<file path="src/rtl/ffha_ram.sv">
`default_nettype none
module ffha_ram #(
  parameter int WIDTH = 8,
  parameter int DEPTH = 64
) (
  input  wire logic                     clk,
  input  wire logic                     we,
  input  wire logic [$clog2(DEPTH)-1:0] waddr,
  input  wire logic [WIDTH-1:0]         wdata,
  input  wire logic [$clog2(DEPTH)-1:0] raddr,
  output logic      [WIDTH-1:0]         rdata
);

  logic [WIDTH-1:0] mem [DEPTH];

  always_ff @(posedge clk) begin
    if (we) begin
      mem[waddr] <= wdata;
    end
    rdata <= mem[raddr];
  end

endmodule
`default_nettype wire
</file>
<file path="config.mk">
export PLATFORM = sky130hd
export DESIGN_NAME = ffha_ram
export DESIGN_NICKNAME = d
export VERILOG_FILES = /design/src/rtl/ffha_ram.sv
export SDC_FILE = /design/constraint.sdc
export NUM_CORES = 1
export LEC_CHECK = 0
export ABC_AREA = 1
export BUFFER_PORTS_ARGS = -buffer_cell sky130_fd_sc_hd__buf_2
export CORE_ASPECT_RATIO = 1.1
export CORE_UTILIZATION = 60
export CTS_BUF_LIST = sky130_fd_sc_hd__clkbuf_16
export DETAILED_ROUTE_END_ITERATION = 8
export PLACE_DENSITY_LB_ADDON = 0.3
export SETUP_SLACK_MARGIN = 0.4
export SLEW_MARGIN = 10
export SYNTH_ARGS = -nofsm -noshare
export SYNTH_HDL_FRONTEND = slang
export SYNTH_SLANG_ARGS = --single-unit
export TNS_END_PERCENT = 20
</file>
<file path="constraint.sdc">
create_clock -name clk -period 4 [get_ports clk]
set_input_delay 0.4 -clock clk [delete_from_list [all_inputs] [get_ports clk]]
set_output_delay 0.4 -clock clk [all_outputs]
set_load 0.005 [all_outputs]
</file>
==> key figures, run 1 <==
Clocking
  • CTS Hold Bufs: 0
  • Library cell used as clock root buffer: clkbuf_16
  • CTS Sinks: 520
  • Buffer levels on the longest clock path: 3
  • Clock slew at the register clock pins of the worst setup and hold paths: 60 ps
  • CTS tree: done
  • Worst-Skew Late Latency: 580 ps
  • CTS buffer count: 50
  • Total of cells resized after clock tree synthesis: 0
  • H-Tree Depth: 2
  • Post-CTS Setup Bufs: 0

Logic synthesis
  • Post-synthesis net count: 1827
  • Count of state elements after synthesis: 520
  • Syn Inst Count: 1805
  • Part of the Yosys area used for sequential elements: 0.728
  • Number of warnings issued by yosys: 0
  • Post-Synthesis Mean Instance Area: 11.8 sq um
  • Yosys cell types: 16
  • Post-synthesis instance area: 21300 sq um

Critical path
  • Family with the most delay on the worst path: buffers and inverters
  • CP cell instances: buf_6, buf_4, nand2_1, nand3_1, nand3_1, nand2_1, nand2_1, nand3_1, nand3_1, nand2_1
  • Critical Path Fanout Max: 75
  • WP buf/inv: 2
  • Peak per-stage delay on the critical path: 750 ps
  • CP Class: primary input to flop
  • Worst endpoint required time: 4520 ps
  • Crit path arrival time: 2700 ps
  • Sort of element at the end of the critical path: flop
  • Reg-to-reg slack, setup: 2590 ps
  • Critical path startpoint category: primary input
  • Cell with the biggest individual delay on the critical path: buf_4

Route
  • Total via count after detailed routing: 13800
  • Number of design rule violations left after detail routing: 0
  • DR iter-0 viols: 1702
  • Detailed-routing iteration count for the pre-antenna-repair pass: 5
  • Average wire length per cell after detail routing: 21.8 um
  • Antenna-violating nets left: 0
  • Per-cell via count in the routed design: 6.05
  • Final wirelength: 49800 um

Timing
  • Clock period minus final worst setup slack: 2180 ps
  • Achievable frequency: 458 MHz
  • Worst-margin pin slew: 1050 ps
  • Final-report setup violation count: 0
  • Largest clock skew in the final design: 20.7 ps
  • Worst hold slack: 202 ps
  • Period Utilization, post-route: 0.546
  • Normalized max-slew margin: 0.297
  • RSZ-0062 raised after global routing: no
  • Number of pins with negative max-slew slack in the final report: 0
  • Fin Setup TNS: 0 ps
  • Final Hold Vio Count: 0

Die
  • Initial core utilization: 0.607
  • Y dimension of the die: 200 um
  • Area enclosed by the die boundary: 36300 sq um
  • Die extent in x: 182 um
  • Placement Rows: 72
  • I/O pin count: 30
  • Core Region: 35100 sq um

Power and ir drop
  • Share of power burned in registers: 0.534
  • Worst vdd rail ir drop: 0.000418 V
  • Total power density per cell area: 489 nW/um^2
  • Power share of the clock group: 0.406
  • Sw frac: 0.220
  • Cell internal pwr: 8840 uW
  • P_sw: 2490 uW
  • Share of power burned in combinational logic: 0.060
  • Leak pwr: 0.00837 uW

Layout
  • Most common cell after layout, fill and taps aside: nand2_1
  • Share of post-route cells with drive strength above 1: 0.0717
  • Layout-stage area growth over the synthesis result: 8.47%
  • Layout fillers: 2503
  • Leading cell types in the layout, fill and taps excluded: nand2_1, edfxtp_1, nand3_1, nor2_1, clkbuf_16
  • Total Nets Final: 1824
  • Final cell area excluding filler cells: 23100 sq um

Global routing
  • Global-route wire length before repair: 76200 um
  • Antenna violations before repair: 4
  • Aggregate global routing overflow: 0
  • Global router's overall resource usage: 0.281
  • Largest net degree at the start of global routing: 129
  • Via count of the first global-routing pass: 13100

Run
  • Number of violations of the max-capacitance limit: 0

Placed design
  • Placed standard-cell area: 21500 sq um
  • Last weighted congestion value of the routability-driven placer: 0.907
  • DP HPWL: 29400 um
  • Number of buffers inserted by port buffering: 29

Min path
  • Class of the worst hold path: primary input to flop

Run status
  • Outcome: finished clean
synthesized netlist by cell type:
master / n / share of area
nand2_1: 648 / 0.11
inv_2: 1 / 0.00018
nor2_1: 56 / 0.0099
nor4_1: 8 / 0.0023
clkbuf_1: 15 / 0.0026
inv_6: 1 / 0.00041
buf_8: 2 / 0.0014
edfxtp_1: 512 / 0.72
dfxtp_1: 8 / 0.0075
nand4_1: 9 / 0.0026
buf_6: 35 / 0.018
buf_2: 37 / 0.0087
nand3_1: 439 / 0.10
buf_4: 14 / 0.0049
buf_1: 10 / 0.0018
inv_1: 10 / 0.0018
worst register-to-register path: cells and delay by family (launching register included):
family           cells  cell delay (ps)
flip-flops           1              360
AND/OR/NAND/NOR      8              950
worst paths after layout:
kind | start | end | cells after the start
worst max-delay path | raddr[0] | rdata[6] | 10
worst min-delay path | raddr[5] | rdata[0] | 3
worst max register to register | mem[23][6] | rdata[6] | 8
worst min register to register | mem[46][0] | rdata[0] | 8
layer usage:
layer	global-route usage	share of wire	wire [um]	vias up
met3	0.0492	0.091	4550	103
li1	-	-	-	6346
met2	0.457	0.48	24000	687
met5	0	0.00032	16	-
met4	0.0898	0.026	1280	2
met1	0.391	0.40	19900	6706
layout make-up:
class / count / area (sq um) / share of cell area
Antenna cell: 2 / 5.00 / 0.000216
Clock buffer: 53 / 1330 / 0.0573
Clock inverter: 39 / 279 / 0.0121
Inverter: 12 / 52.6 / 0.00227
Multi-Input combinational cell: 1160 / 4950 / 0.214
Sequential cell: 520 / 15500 / 0.671
Tap cell: 444 / 556 / 0.0240
Timing Repair Buffer: 58 / 447 / 0.0193
power by group through the flow:
stage	clock network [uW]	logic [uW]	registers, uW
6_report	4600	678	6050
5_1_grt	4870	740	6050
4_1_cts	4630	671	6050
3_5_place_dp	0	666	6160
3_3_place_gp	0	649	6160
2_1_floorplan	0	424	6160
cell families after synthesis:
group,share of synthesized area
and+or+nand+nor,0.232
DFF,0.728
buffers and inverters,0.0402
sequential cells by signal, indices dropped and copies added (netlist names):
signal / flops
rdata: 8
mem: 512
metrics by stage:
| step | setup WS (ps) | total power (uW) | utilization | std cells |
|---|---|---|---|---|
| 2_1_floorplan | 1830 | 6580 | - | 1805 |
| 3_3_place_gp | 1390 | 6810 | 0.613 | 2194 |
| 3_5_place_dp | 1310 | 6830 | 0.613 | 2194 |
| 4_1_cts | 1870 | 11300 | 0.659 | 2286 |
| 5_1_grt | 1690 | 11700 | 0.659 | 2286 |
| 6_report | 1820 | 11300 | 0.659 | 2288 |
No activity file was read; power rests on OpenSTA's default activity.
==> run 2: changes to the inputs <==
- clock period: 4 -> 2.25 ns (I/O delays scaled with it)
==> run 2 against run 1 <==
Combinational power is 87% higher. Clock power is 79% higher. First-iteration DRC count is 0.12% lower. Largest cell class unchanged. Utilization is 2.1 points higher. Register-to-register slack worse by 1600 ps. Highest routed layer unchanged. Count of clock-buffer cells in the layout stayed put. Die area stayed put. Cell count is 3.1% higher. Routed wire length is 1.2% higher. Global-route usage is 0.61 points higher. Total power is 79% higher. Sequential power is 79% higher. Critical path type is now flop to output port.
==> key figures, run 2 (synthesis gave the netlist of run 1 again) <==
Run status
  • Outcome: finished clean

Critical path
  • Critical path startpoint category: flop
  • Crit path arrival time: 1130 ps
  • Startpoint of the most critical register-to-register path: mem[17][5]
  • Sort of element at the end of the critical path: output port
  • WP buf/inv: 1
  • Worst setup startpoint: rdata[3]
  • Worst reg2reg endpoint: rdata[5]
  • FF-to-FF path depth: 8
  • Reg-to-reg slack, setup: 950 ps
  • Cell depth of the worst setup path: 1
  • Peak per-stage delay on the critical path: 410 ps
  • Crit path to: rdata[3]
  • CP Class: flop to output port
  • Cell with the biggest individual delay on the critical path: dfxtp_1
  • Critical Path Fanout Max: 1
  • Family with the most delay on the worst path: flip-flops
  • Worst endpoint required time: 2030 ps
  • CP cell instances: buf_2

Die
  • Area enclosed by the die boundary: 36300 sq um
  • I/O pin count: 30
  • Placement Rows: 72
  • Y dimension of the die: 200 um
  • Die extent in x: 182 um
  • Initial core utilization: 0.607
  • Core Region: 35100 sq um

Global routing
  • Global router's overall resource usage: 0.287
  • Via count of the first global-routing pass: 13600
  • Aggregate global routing overflow: 0
  • Antenna violations before repair: 2
  • Largest net degree at the start of global routing: 145
  • Global-route wire length before repair: 77800 um

Timing
  • Fin Setup TNS: 0 ps
  • Achievable frequency: 741 MHz
  • Period Utilization, post-route: 0.600
  • Final Hold Vio Count: 0
  • Worst-margin pin slew: 664 ps
  • Worst hold slack: 32.4 ps
  • Clock period minus final worst setup slack: 1350 ps
  • Normalized max-slew margin: 0.557
  • Largest clock skew in the final design: 13.0 ps
  • RSZ-0062 raised after global routing: no
  • Final-report setup violation count: 0
  • Number of pins with negative max-slew slack in the final report: 0

Clocking
  • CTS buffer count: 50
  • Post-CTS Setup Bufs: 0
  • H-Tree Depth: 2
  • Clock slew at the register clock pins of the worst setup and hold paths: 60 ps
  • Total of cells resized after clock tree synthesis: 0
  • CTS Hold Bufs: 0
  • Buffer levels on the longest clock path: 3
  • CTS tree: done
  • Library cell used as clock root buffer: clkbuf_16
  • Worst-Skew Late Latency: 560 ps
  • CTS Sinks: 520

Placed design
  • Number of buffers inserted by port buffering: 29
  • Placed cell count: 2265
  • Placed standard-cell area: 22300 sq um
  • Last weighted congestion value of the routability-driven placer: 0.909
  • DP HPWL: 28800 um

Route
  • Detailed-routing iteration count for the pre-antenna-repair pass: 5
  • Antenna-violating nets left: 0
  • Number of design rule violations left after detail routing: 0
  • DR iter-0 viols: 1700
  • Average wire length per cell after detail routing: 21.3 um
  • Final wirelength: 50400 um
  • Total via count after detailed routing: 14000
  • Per-cell via count in the routed design: 5.92

Layout
  • Layout-stage area growth over the synthesis result: 12.0%
  • Final std cells w/o fill: 2360
  • Reg with most FFs: mem
  • Most common cell after layout, fill and taps aside: nand2_1
  • Final cell area excluding filler cells: 23900 sq um
  • Leading cell types in the layout, fill and taps excluded: nand2_1, edfxtp_1, nand3_1, buf_4, nor2_1
  • Final core occ: 0.680
  • Total Nets Final: 1895
  • Largest regs: mem x512, rdata x8
  • Share of post-route cells with drive strength above 1: 0.103
  • Number of flip-flops in the largest register: 512

Min path
  • Class of the worst hold path: primary input to flop

Power and ir drop
  • Leak pwr: 0.00882 uW
  • Total power density per cell area: 848 nW/um^2
  • Worst vdd rail ir drop: 0.000592 V

Run
  • Number of violations of the max-capacitance limit: 0
==> run 2: changes by cell type in the layout (fill, tap and decap cells not counted) <==
cell and change:
clkinv_2 -4, inv_6 -1, buf_12 +16, inv_1 +1
clkinv_1 +5, clkinv_4 -1, buf_4 +55, bufinv_16 +1
==> run 2: layout make-up <==
| class | instances | area (sq um) |
|---|---|---|
| clock buffers | 53 | 1330 |
| multi-input cells | 1160 | 4950 |
| repair buffers | 129 | 1180 |
| inverters | 12 | 52.6 |
| flip-flops and latches | 520 | 15500 |
| diodes | 2 | 5.00 |
| fillers | 2486 | 11200 |
| clock inverters | 40 | 294 |
| well taps | 444 | 556 |
==> run 2: power by group <==
group | switching (uW) | internal [uW] | leakage, uW
registers | 35.6 | 10700 | 0.00467
logic | 919 | 355 | 0.00331
clock network | 3430 | 4790 | 0.000835
total | 4390 | 15900 | 0.00882
==> run 2: routing by layer <==
metal | track usage | wire length, um
met2 | 0.467 | 24100
met1 | 0.387 | 19600
met4 | 0.120 | 1880
met5 | 0 | 8
met3 | 0.0530 | 4730
==> run 2: through the flow <==
stage / worst slack (ps) / total power [uW]
floorplan: 259 / 11700
global placement: 442 / 12200
detailed placement: 406 / 12200
CTS: 887 / 20300
global route: 789 / 20800
finish: 900 / 20300
==> run 2: how the worst min path moves through the flow <==
stage | startpoint | endpoint | slack [ps] | cells after the start
2_1_floorplan | wdata[0] | mem[0][0] | 320 | 0
3_3_place_gp | raddr[5] | rdata[7] | 600 | 3
3_5_place_dp | raddr[5] | rdata[7] | 600 | 3
4_1_cts | raddr[5] | rdata[7] | 20 | 3
5_1_grt | raddr[5] | rdata[3] | 60 | 3
6_report | raddr[5] | rdata[7] | 30 | 3
